`config.mk`:
```
export PLATFORM = sky130hd
export DESIGN_NAME = wav_pcm16_stream_parser
export DESIGN_NICKNAME = d
export VERILOG_FILES = /design/src/rtl/core/wps_pkg.sv /design/src/rtl/core/wav_pcm16_stream_parser.sv /design/src/rtl/core/wps_queue.sv /design/src/rtl/core/wps_parser.sv
export SDC_FILE = /design/constraint.sdc
export NUM_CORES = 1
export LEC_CHECK = 0
export ABC_AREA = 1
export BUFFER_PORTS_ARGS = -buffer_cell sky130_fd_sc_hd__buf_2
export CELL_PAD_IN_SITES_DETAIL_PLACEMENT = 1
export CELL_PAD_IN_SITES_GLOBAL_PLACEMENT = 2
export CORE_MARGIN = 5
export CORE_UTILIZATION = 37
export CTS_CLUSTER_DIAMETER = 80
export DETAILED_ROUTE_END_ITERATION = 8
export PLACE_DENSITY = 0.89
export SETUP_SLACK_MARGIN = 0.15
export SLEW_MARGIN = 25
export SYNTH_ARGS = -nofsm -noshare
export SYNTH_HDL_FRONTEND = slang
export SYNTH_SLANG_ARGS = --single-unit
```
`constraint.sdc`:
```
create_clock -name clk -period 6.85 [get_ports clk]
set_input_delay 0.3425 -clock clk [delete_from_list [all_inputs] [get_ports clk]]
set_output_delay 0.3425 -clock clk [all_outputs]
set_load 0.05 [all_outputs]
```
`src/rtl/core/wps_pkg.sv`:
```
// Shared types and constants for the WAV PCM16 stream parser.
package wps_pkg;

  localparam logic [31:0] TAG_RIFF = 32'h4646_4952;
  localparam logic [31:0] TAG_WAVE = 32'h4556_4157;
  localparam logic [31:0] TAG_FMT  = 32'h2074_6D66;
  localparam logic [31:0] TAG_DATA = 32'h6174_6164;

  localparam logic [31:0] FMT_CORE_BYTES = 32'd16;
  localparam logic [15:0] PCM_CODE       = 16'd1;
  localparam logic [15:0] MONO_CHANNELS  = 16'd1;
  localparam logic [15:0] SAMPLE_BITS    = 16'd16;

  localparam int unsigned RATE_W = 19;
  localparam logic [RATE_W-1:0] RATE_RESET = 19'd16000;

  localparam logic [1:0] KIND_SAMPLE = 2'd0;
  localparam logic [1:0] KIND_ERROR  = 2'd1;
  localparam logic [1:0] KIND_EMPTY  = 2'd2;

  localparam logic [1:0] ERR_TAG    = 2'd0;
  localparam logic [1:0] ERR_FORMAT = 2'd1;
  localparam logic [1:0] ERR_DATA   = 2'd2;
  localparam logic [1:0] ERR_TRUNC  = 2'd3;

  typedef struct packed {
    logic [7:0] data_byte;
    logic       end_of_stream;
  } item_t;

  typedef struct packed {
    logic [1:0]         result_kind;
    logic signed [15:0] sample;
    logic [1:0]         error_code;
    logic               last_sample;
  } result_t;

endpackage

```
`src/rtl/core/wav_pcm16_stream_parser.sv`:
```
// A byte beat passes through the byte queue, and the result beat it causes is registered.
// Throughput: one byte beat per cycle, set by the chunk walker step, while the result output is not stalled.
// A two-entry byte queue feeds the walker, and a result register drives the output.
// Reset is synchronous: the walker returns to the RIFF header, the queue empties,
// and the expected sample rate returns to 16000 Hz.
module wav_pcm16_stream_parser (
  input  logic                       clk,
  input  logic                       rst,
  input  logic                       cfg_we,
  input  logic [wps_pkg::RATE_W-1:0] cfg_wdata,
  input  logic                       item_valid,
  output logic                       item_ready,
  input  wps_pkg::item_t             item,
  output logic                       result_valid,
  input  logic                       result_ready,
  output wps_pkg::result_t           result
);
  import wps_pkg::*;

  logic  q_valid;
  logic  q_pop;
  item_t q_item;

  wps_queue u_queue (
    .clk        (clk),
    .rst        (rst),
    .item_valid (item_valid),
    .item_ready (item_ready),
    .item       (item),
    .q_valid    (q_valid),
    .q_pop      (q_pop),
    .q_item     (q_item)
  );

  wps_parser u_parser (
    .clk          (clk),
    .rst          (rst),
    .cfg_we       (cfg_we),
    .cfg_wdata    (cfg_wdata),
    .q_valid      (q_valid),
    .q_pop        (q_pop),
    .q_item       (q_item),
    .result_valid (result_valid),
    .result_ready (result_ready),
    .result       (result)
  );

endmodule

```
`src/rtl/core/wps_queue.sv`:
```
// Two-entry input queue that decouples byte acceptance from parsing.
module wps_queue (
  input  logic           clk,
  input  logic           rst,
  input  logic           item_valid,
  output logic           item_ready,
  input  wps_pkg::item_t item,
  output logic           q_valid,
  input  logic           q_pop,
  output wps_pkg::item_t q_item
);
  import wps_pkg::*;

  item_t      mem [2];
  logic       wr_ptr;
  logic       rd_ptr;
  logic [1:0] count;
  logic       push;
  logic       pop;

  assign item_ready = (count != 2'd2);
  assign q_valid    = (count != 2'd0);
  assign q_item     = mem[rd_ptr];
  assign push       = item_valid && item_ready;
  assign pop        = q_pop && q_valid;

  always_ff @(posedge clk) begin
    if (push) begin
      mem[wr_ptr] <= item;
    end
  end

  always_ff @(posedge clk) begin
    if (rst) begin
      wr_ptr <= 1'b0;
      rd_ptr <= 1'b0;
      count  <= 2'd0;
    end else begin
      if (push) begin
        wr_ptr <= ~wr_ptr;
      end
      if (pop) begin
        rd_ptr <= ~rd_ptr;
      end
      unique case ({push, pop})
        2'b10:   count <= count + 2'd1;
        2'b01:   count <= count - 2'd1;
        default: count <= count;
      endcase
    end
  end

endmodule

```
`src/rtl/core/wps_parser.sv`:
```
// Chunk walker that turns queued bytes into samples and status results.
module wps_parser (
  input  logic                          clk,
  input  logic                          rst,
  input  logic                          cfg_we,
  input  logic [wps_pkg::RATE_W-1:0]    cfg_wdata,
  input  logic                          q_valid,
  output logic                          q_pop,
  input  wps_pkg::item_t                q_item,
  output logic                          result_valid,
  input  logic                          result_ready,
  output wps_pkg::result_t              result
);
  import wps_pkg::*;

  typedef enum logic [2:0] {
    PH_HEADER,
    PH_CHUNK,
    PH_FMT,
    PH_SKIP,
    PH_DATA,
    PH_DONE,
    PH_ERROR
  } phase_t;

  phase_t            phase, phase_next;
  logic [3:0]        byte_index, byte_index_next;
  logic [31:0]       tag_shift, tag_shift_next;
  logic [31:0]       field_shift, field_shift_next;
  logic [31:0]       chunk_remaining, chunk_remaining_next;
  logic              chunk_is_odd, chunk_is_odd_next;
  logic              format_seen, format_seen_next;
  logic [7:0]        low_byte, low_byte_next;
  logic [RATE_W-1:0] expected_rate;

  logic        step;
  logic        emit;
  logic        finished;
  result_t     res;
  logic [31:0] tag_in;
  logic [31:0] field_in;
  logic [31:0] rem_dec;

  assign step   = q_valid && (!result_valid || result_ready);
  assign q_pop  = step;
  assign tag_in   = {q_item.data_byte, tag_shift[31:8]};
  assign field_in = {q_item.data_byte, field_shift[31:8]};
  assign rem_dec  = chunk_remaining - 32'd1;

  always_comb begin
    phase_next           = phase;
    byte_index_next      = byte_index;
    tag_shift_next       = tag_shift;
    field_shift_next     = field_shift;
    chunk_remaining_next = chunk_remaining;
    chunk_is_odd_next    = chunk_is_odd;
    format_seen_next     = format_seen;
    low_byte_next        = low_byte;
    emit                 = 1'b0;
    finished             = 1'b0;
    res                  = '0;

    unique case (phase)
      PH_HEADER: begin
        tag_shift_next = tag_in;
        if ((byte_index == 4'd3 && tag_in != TAG_RIFF) ||
            (byte_index == 4'd11 && tag_in != TAG_WAVE)) begin
          finished       = 1'b1;
          emit           = 1'b1;
          res.result_kind = KIND_ERROR;
          res.error_code  = ERR_TAG;
          phase_next     = PH_ERROR;
        end else if (byte_index >= 4'd11) begin
          phase_next      = PH_CHUNK;
          byte_index_next = 4'd0;
        end else begin
          byte_index_next = byte_index + 4'd1;
        end
      end
      PH_CHUNK: begin
        if (byte_index < 4'd4) begin
          tag_shift_next = tag_in;
        end else begin
          field_shift_next = field_in;
        end
        if (byte_index < 4'd7) begin
          byte_index_next = byte_index + 4'd1;
        end else begin
          byte_index_next   = 4'd0;
          chunk_is_odd_next = field_in[0];
          if (tag_shift == TAG_FMT) begin
            if (field_in < FMT_CORE_BYTES) begin
              finished        = 1'b1;
              emit            = 1'b1;
              res.result_kind = KIND_ERROR;
              res.error_code  = ERR_FORMAT;
              phase_next      = PH_ERROR;
            end else begin
              chunk_remaining_next = field_in - FMT_CORE_BYTES;
              phase_next           = PH_FMT;
            end
          end else if (tag_shift == TAG_DATA) begin
            if (!format_seen || field_in[0]) begin
              finished        = 1'b1;
              emit            = 1'b1;
              res.result_kind = KIND_ERROR;
              res.error_code  = ERR_DATA;
              phase_next      = PH_ERROR;
            end else if (field_in == 32'd0) begin
              finished        = 1'b1;
              emit            = 1'b1;
              res.result_kind = KIND_EMPTY;
              phase_next      = PH_DONE;
            end else begin
              chunk_remaining_next = field_in;
              phase_next           = PH_DATA;
            end
          end else begin
            chunk_remaining_next = field_in;
            if (field_in == 32'd0) begin
              phase_next = PH_CHUNK;
            end else begin
              phase_next = PH_SKIP;
            end
          end
        end
      end
      PH_FMT: begin
        field_shift_next = field_in;
        if ((byte_index == 4'd1 && field_in[31:16] != PCM_CODE) ||
            (byte_index == 4'd3 && field_in[31:16] != MONO_CHANNELS) ||
            (byte_index == 4'd7 && field_in != {13'd0, expected_rate}) ||
            (byte_index == 4'd15 && field_in[31:16] != SAMPLE_BITS)) begin
          finished        = 1'b1;
          emit            = 1'b1;
          res.result_kind = KIND_ERROR;
          res.error_code  = ERR_FORMAT;
          phase_next      = PH_ERROR;
        end else if (byte_index == 4'd15) begin
          format_seen_next = 1'b1;
          byte_index_next  = 4'd0;
          if (chunk_remaining == 32'd0 && !chunk_is_odd) begin
            phase_next = PH_CHUNK;
          end else begin
            phase_next = PH_SKIP;
          end
        end else begin
          byte_index_next = byte_index + 4'd1;
        end
      end
      PH_SKIP: begin
        if (chunk_remaining != 32'd0) begin
          chunk_remaining_next = rem_dec;
          if (rem_dec == 32'd0 && !chunk_is_odd) begin
            phase_next      = PH_CHUNK;
            byte_index_next = 4'd0;
          end
        end else begin
          chunk_is_odd_next = 1'b0;
          phase_next        = PH_CHUNK;
          byte_index_next   = 4'd0;
        end
      end
      PH_DATA: begin
        chunk_remaining_next = rem_dec;
        if (!byte_index[0]) begin
          low_byte_next   = q_item.data_byte;
          byte_index_next = 4'd1;
        end else begin
          byte_index_next = 4'd0;
          res.sample      = {q_item.data_byte, low_byte};
          if (rem_dec == 32'd0) begin
            finished        = 1'b1;
            emit            = 1'b1;
            res.last_sample = 1'b1;
            phase_next      = PH_DONE;
          end else if (!q_item.end_of_stream) begin
            finished = 1'b1;
            emit     = 1'b1;
          end
        end
      end
      PH_DONE, PH_ERROR: begin
        finished = 1'b1;
      end
      default: begin
        finished   = 1'b1;
        phase_next = PH_ERROR;
      end
    endcase

    if (!finished && q_item.end_of_stream) begin
      emit            = 1'b1;
      res             = '0;
      res.result_kind = KIND_ERROR;
      res.error_code  = ERR_TRUNC;
      phase_next      = PH_ERROR;
    end
  end

  always_ff @(posedge clk) begin
    if (rst) begin
      expected_rate <= RATE_RESET;
    end else if (cfg_we) begin
      expected_rate <= cfg_wdata;
    end
  end

  always_ff @(posedge clk) begin
    if (rst) begin
      phase           <= PH_HEADER;
      byte_index      <= 4'd0;
      tag_shift       <= '0;
      field_shift     <= '0;
      chunk_remaining <= '0;
      chunk_is_odd    <= 1'b0;
      format_seen     <= 1'b0;
      low_byte        <= '0;
      result_valid    <= 1'b0;
      result          <= '0;
    end else begin
      if (step) begin
        phase           <= phase_next;
        byte_index      <= byte_index_next;
        tag_shift       <= tag_shift_next;
        field_shift     <= field_shift_next;
        chunk_remaining <= chunk_remaining_next;
        chunk_is_odd    <= chunk_is_odd_next;
        format_seen     <= format_seen_next;
        low_byte        <= low_byte_next;
      end
      if (step && emit) begin
        result_valid <= 1'b1;
        result       <= res;
      end else if (result_ready) begin
        result_valid <= 1'b0;
      end
    end
  end

endmodule
```
==> summary.md <==
In this run the mean area of a mapped cell was 6.46 sq um. Setup repair after global routing left no endpoint under its margin. STA classifies the critical path startpoint as a register. The count of final hold-check violations is 0, and the remaining max-slew budget at the tightest pin is 36.2%. The flow ran to the end, and the final reports show no timing, DRC or antenna violations.

The worst-skew pair later-pin latency is 0.44 ns. The flop and latch count out of synthesis was 169; the actual slew at the worst max-slew pin was 0.950 ns. Number of I/O pins: 56.

The TritonCTS sink count was 169. Yosys attributes the largest share of cell area to sky130_fd_sc_hd__dfxtp_1 31%, sky130_fd_sc_hd__nand2_1 11%, sky130_fd_sc_hd__nor2_1 9.8%. The number of pins with negative max-slew slack in the final report was 0; the ratio of total power to cell area was 550 nW/um^2. The largest single stage delay on the critical path is 0.94 ns. Of all flip-flops after synthesis, the portion carrying an async set or reset was 0%. The run gives 9763 as the via count of the first global-routing pass. STA classifies the critical path endpoint as a register. The logs give 49 for the number of distinct library cells after synthesis and 0.00473 uW for the leakage power. Combinational logic burns 59.8% of the power.

The wire-length estimate of the detail-placed layout is 24400 microns. The run gives 0 as the setup-violating endpoint count in the final report. The core region is 25900 sq um. TritonCTS created 17 clock buffers. The routed layout has 9769 vias.

For the die outline area, the log shows 29500 sq um. The number of DRC violations after detailed routing is 0. The width of the die is 172 microns, and the number of warning messages in the yosys log is 0. For this run, the register share of the synthesized area comes to 36.8%. At the end of the flow, the number of nets in the layout was 1570.

Cell type with the largest total area after synthesis: sky130_fd_sc_hd__dfxtp_1. After synthesis the cells add up to 9690 sq um. TritonCTS built the clock tree. The initial utilization of the core area, before any placement, comes to 37.4%. The total inserted antenna cells is 0. For this run, the top clock speed supported by timing is 279 MHz. The largest net degree at the start of global routing was 114. On the final layout, the worst clock skew is 0.0130 ns. Walking the worst path, the cells encountered are o21ai_1 > inv_1 > nand2_1 > nor2_2 > nand2_1 > nor2_1 > nand2_1 > nand3_1 > nand2_1 > nand2_1 > buf_4 > inv_2 > o21ai_0 > a21oi_1 > a21oi_1 > nor2_1.

The final critical path time including I/O delays and setup works out to 3.59 ns. From bottom edge to top edge, the die measures 172 microns. The share of post-route cells with drive strength above 1 was 9.13%; the violation count after the first detailed-route iteration was 453. The worst min-delay path class was input pin to register.

The library cell contributing the largest single delay on the critical path is sky130_fd_sc_hd__dfxtp_1. For the final routed database, the setup TNS stands at 0 ns. In this run the post-CTS setup repair buffer count came out at 0. The tool flagged a number of max-cap violations equal to 0.

Summed over all layers, the routed wires come to 32300 microns. CTS built an H-tree with a depth of 4. Among all flip-flop cells after synthesis, the most frequent one is sky130_fd_sc_hd__dfxtp_1. After detailed routing, the number of vias per cell comes to 5.20.

At the worst endpoint, the required time is 7.16 ns. The detailed-route wire length per cell is 17.2 microns. At the end of routability-driven placement, the weighted congestion stood at 0.879. Counting flops with a built-in enable in the synthesized netlist gives 18. Hold repair after CTS inserted 0 buffers.

The switching power as a share of total power was 54.5%. Setup slack on the worst reg-to-reg path comes out at 3.26 ns. The post-route clock period utilization was 52.4%. Setup slack on the critical path of the routed design comes to 3.26 ns. The share of the synthesized area in the top cell type came out at 31.2%. The run gives 3.27 ns as the post-place setup slack.

The biggest fanout along the worst timing path works out to 36. Residual overflow from global routing: 0. Compared with the post-synthesis result, the final layout area differs by 11.7%. Clock tree synthesis selected as its root buffer the cell sky130_fd_sc_hd__clkbuf_16. Across the VDD grid, the largest voltage drop is 0.380 mV.

Before antenna repair, the detailed router went through 4 iterations. The design draws 5950 uW. The number of buffers inserted by port buffering works out to 55.

Cells fill 41.8% of the core in the end. Per report_power, the sequential group accounts for 24.1% of the total. The tools report the largest buffer count on any clock path as 2. The total track usage is 22.2%.

The tools report the cell-internal power as 2710 uW. The clock transition at the registers of the reported paths works out to 0.08 ns. Synthesis produced a netlist with a net count of 1539. The run gives 16.1% as the fraction of power consumed by the clock network. The number of gates resized after cts came out at 0. Yosys instantiated no cell more often than sky130_fd_sc_hd__nand2_1. The floorplan has 59 rows. Initial antenna violation count: 0.

The detail route stage leaves a number of antenna-violating nets equal to 0. Most frequent cell on the critical path: sky130_fd_sc_hd__nand2_1. For the global-route wire length before repair, the log shows 52300 microns.

For this design the total switching power over the nets is 3240 uW. Counting every instance in the synthesized netlist gives 1500. The critical path in this run is classified as register to register.

Arrival time of data at the critical path endpoint: 3.89 ns. After synthesis, the most frequently instantiated cells are 292 x sky130_fd_sc_hd__nand2_1, 254 x sky130_fd_sc_hd__nor2_1, 184 x sky130_fd_sc_hd__inv_1.
==> worst max-delay path, delay by kind of cell, from the launching register on <==
kind	cells	cell delay, ns
and+or+nand+nor	9	0.92
buffers and inverters	3	0.84
DFF	1	0.94
AOI/OAI and AO/OA	4	0.74
==> layer usage <==
metal	global-route usage (%)	share of wire, %
met5	0	0
met4	5.67	1.9
met3	2.54	2.3
met2	36.7	47
met1	31.0	49
==> state kept, by name (all words and copies together) (netlist names), named ones only <==
signal / flops
u_parser.field_shift: 24
u_queue.mem: 18
u_queue.rd_ptr: 1
u_queue.wr_ptr: 1
u_parser.result_valid: 1
u_parser.phase: 3
u_parser.chunk_is_odd: 1
u_parser.format_seen: 1
u_parser.chunk_remaining: 32
u_parser.expected_rate: 19
u_parser.byte_index: 4
u_queue.count: 2
u_parser.tag_shift: 32
u_parser.result: 21
u_parser.low_byte: 8
==> logic make-up after synthesis <==
logic type	share of synthesized area, %
simple gates	32.3
compound gates	18.4
buf+inv	9.81
flops	36.8
xor+xnor	1.99
fa+ha+maj	0.774
==> metrics by stage <==
step | hold WS [ns] | instance area, sq um | std cells
floorplan | 0.424 | 9690 | 1500
global placement | 0.437 | 10200 | 1846
detailed placement | 0.441 | 10200 | 1846
CTS | 0.0792 | 10800 | 1878
global route | 0.0872 | 10800 | 1879
finish | 0.0977 | 10800 | 1879
==> placed cells by master (no fill, tap or decap), types with 12 or more instances in the layout <==
| cell type | instances |
|---|---|
| sky130_fd_sc_hd__nand2_1 | 292 |
| sky130_fd_sc_hd__nor2_1 | 254 |
| sky130_fd_sc_hd__inv_1 | 183 |
| sky130_fd_sc_hd__dfxtp_1 | 151 |
| sky130_fd_sc_hd__o21ai_0 | 140 |
| sky130_fd_sc_hd__a21oi_1 | 139 |
| sky130_fd_sc_hd__nand3_1 | 65 |
| sky130_fd_sc_hd__buf_2 | 55 |
| sky130_fd_sc_hd__nand4_1 | 49 |
| sky130_fd_sc_hd__nor3_1 | 32 |
| sky130_fd_sc_hd__xor2_1 | 19 |
| sky130_fd_sc_hd__edfxtp_1 | 18 |
| sky130_fd_sc_hd__clkbuf_16 | 17 |
| sky130_fd_sc_hd__o21ai_1 | 12 |
| sky130_fd_sc_hd__nand2_2 | 12 |
==> power by group through the flow <==
stage                     Combinational, uW  Sequential, uW  Clock (uW)
after floorplan                        2590            1400           0
after global placement                 3470            1440           0
after detailed placement               3550            1450           0
after CTS                              3570            1430         981
after global routing                   4060            1460        1020
final                                  3560            1430         957
==> layout make-up <==
class	count	area, sq um
Clock inverter	15	154
Clock buffer	17	425
Timing Repair Buffer	64	363
Sequential cell	169	3560
Fill cell	3467	15100
Tap cell	335	419
Inverter	191	717
Multi-Input combinational cell	1088	5180
==> worst paths after layout <==
| path | from | to | depth (start not counted) |
|---|---|---|---|
| min reg2reg | u_parser.low_byte[1] | u_parser.low_byte[1] | 2 |
| max reg2reg | register | u_parser.chunk_remaining[30] | 16 |
| min | item[3] | u_queue.mem[0][3] | 1 |
| max | register | u_parser.chunk_remaining[30] | 16 |
Power figures use the tool's default switching activity.
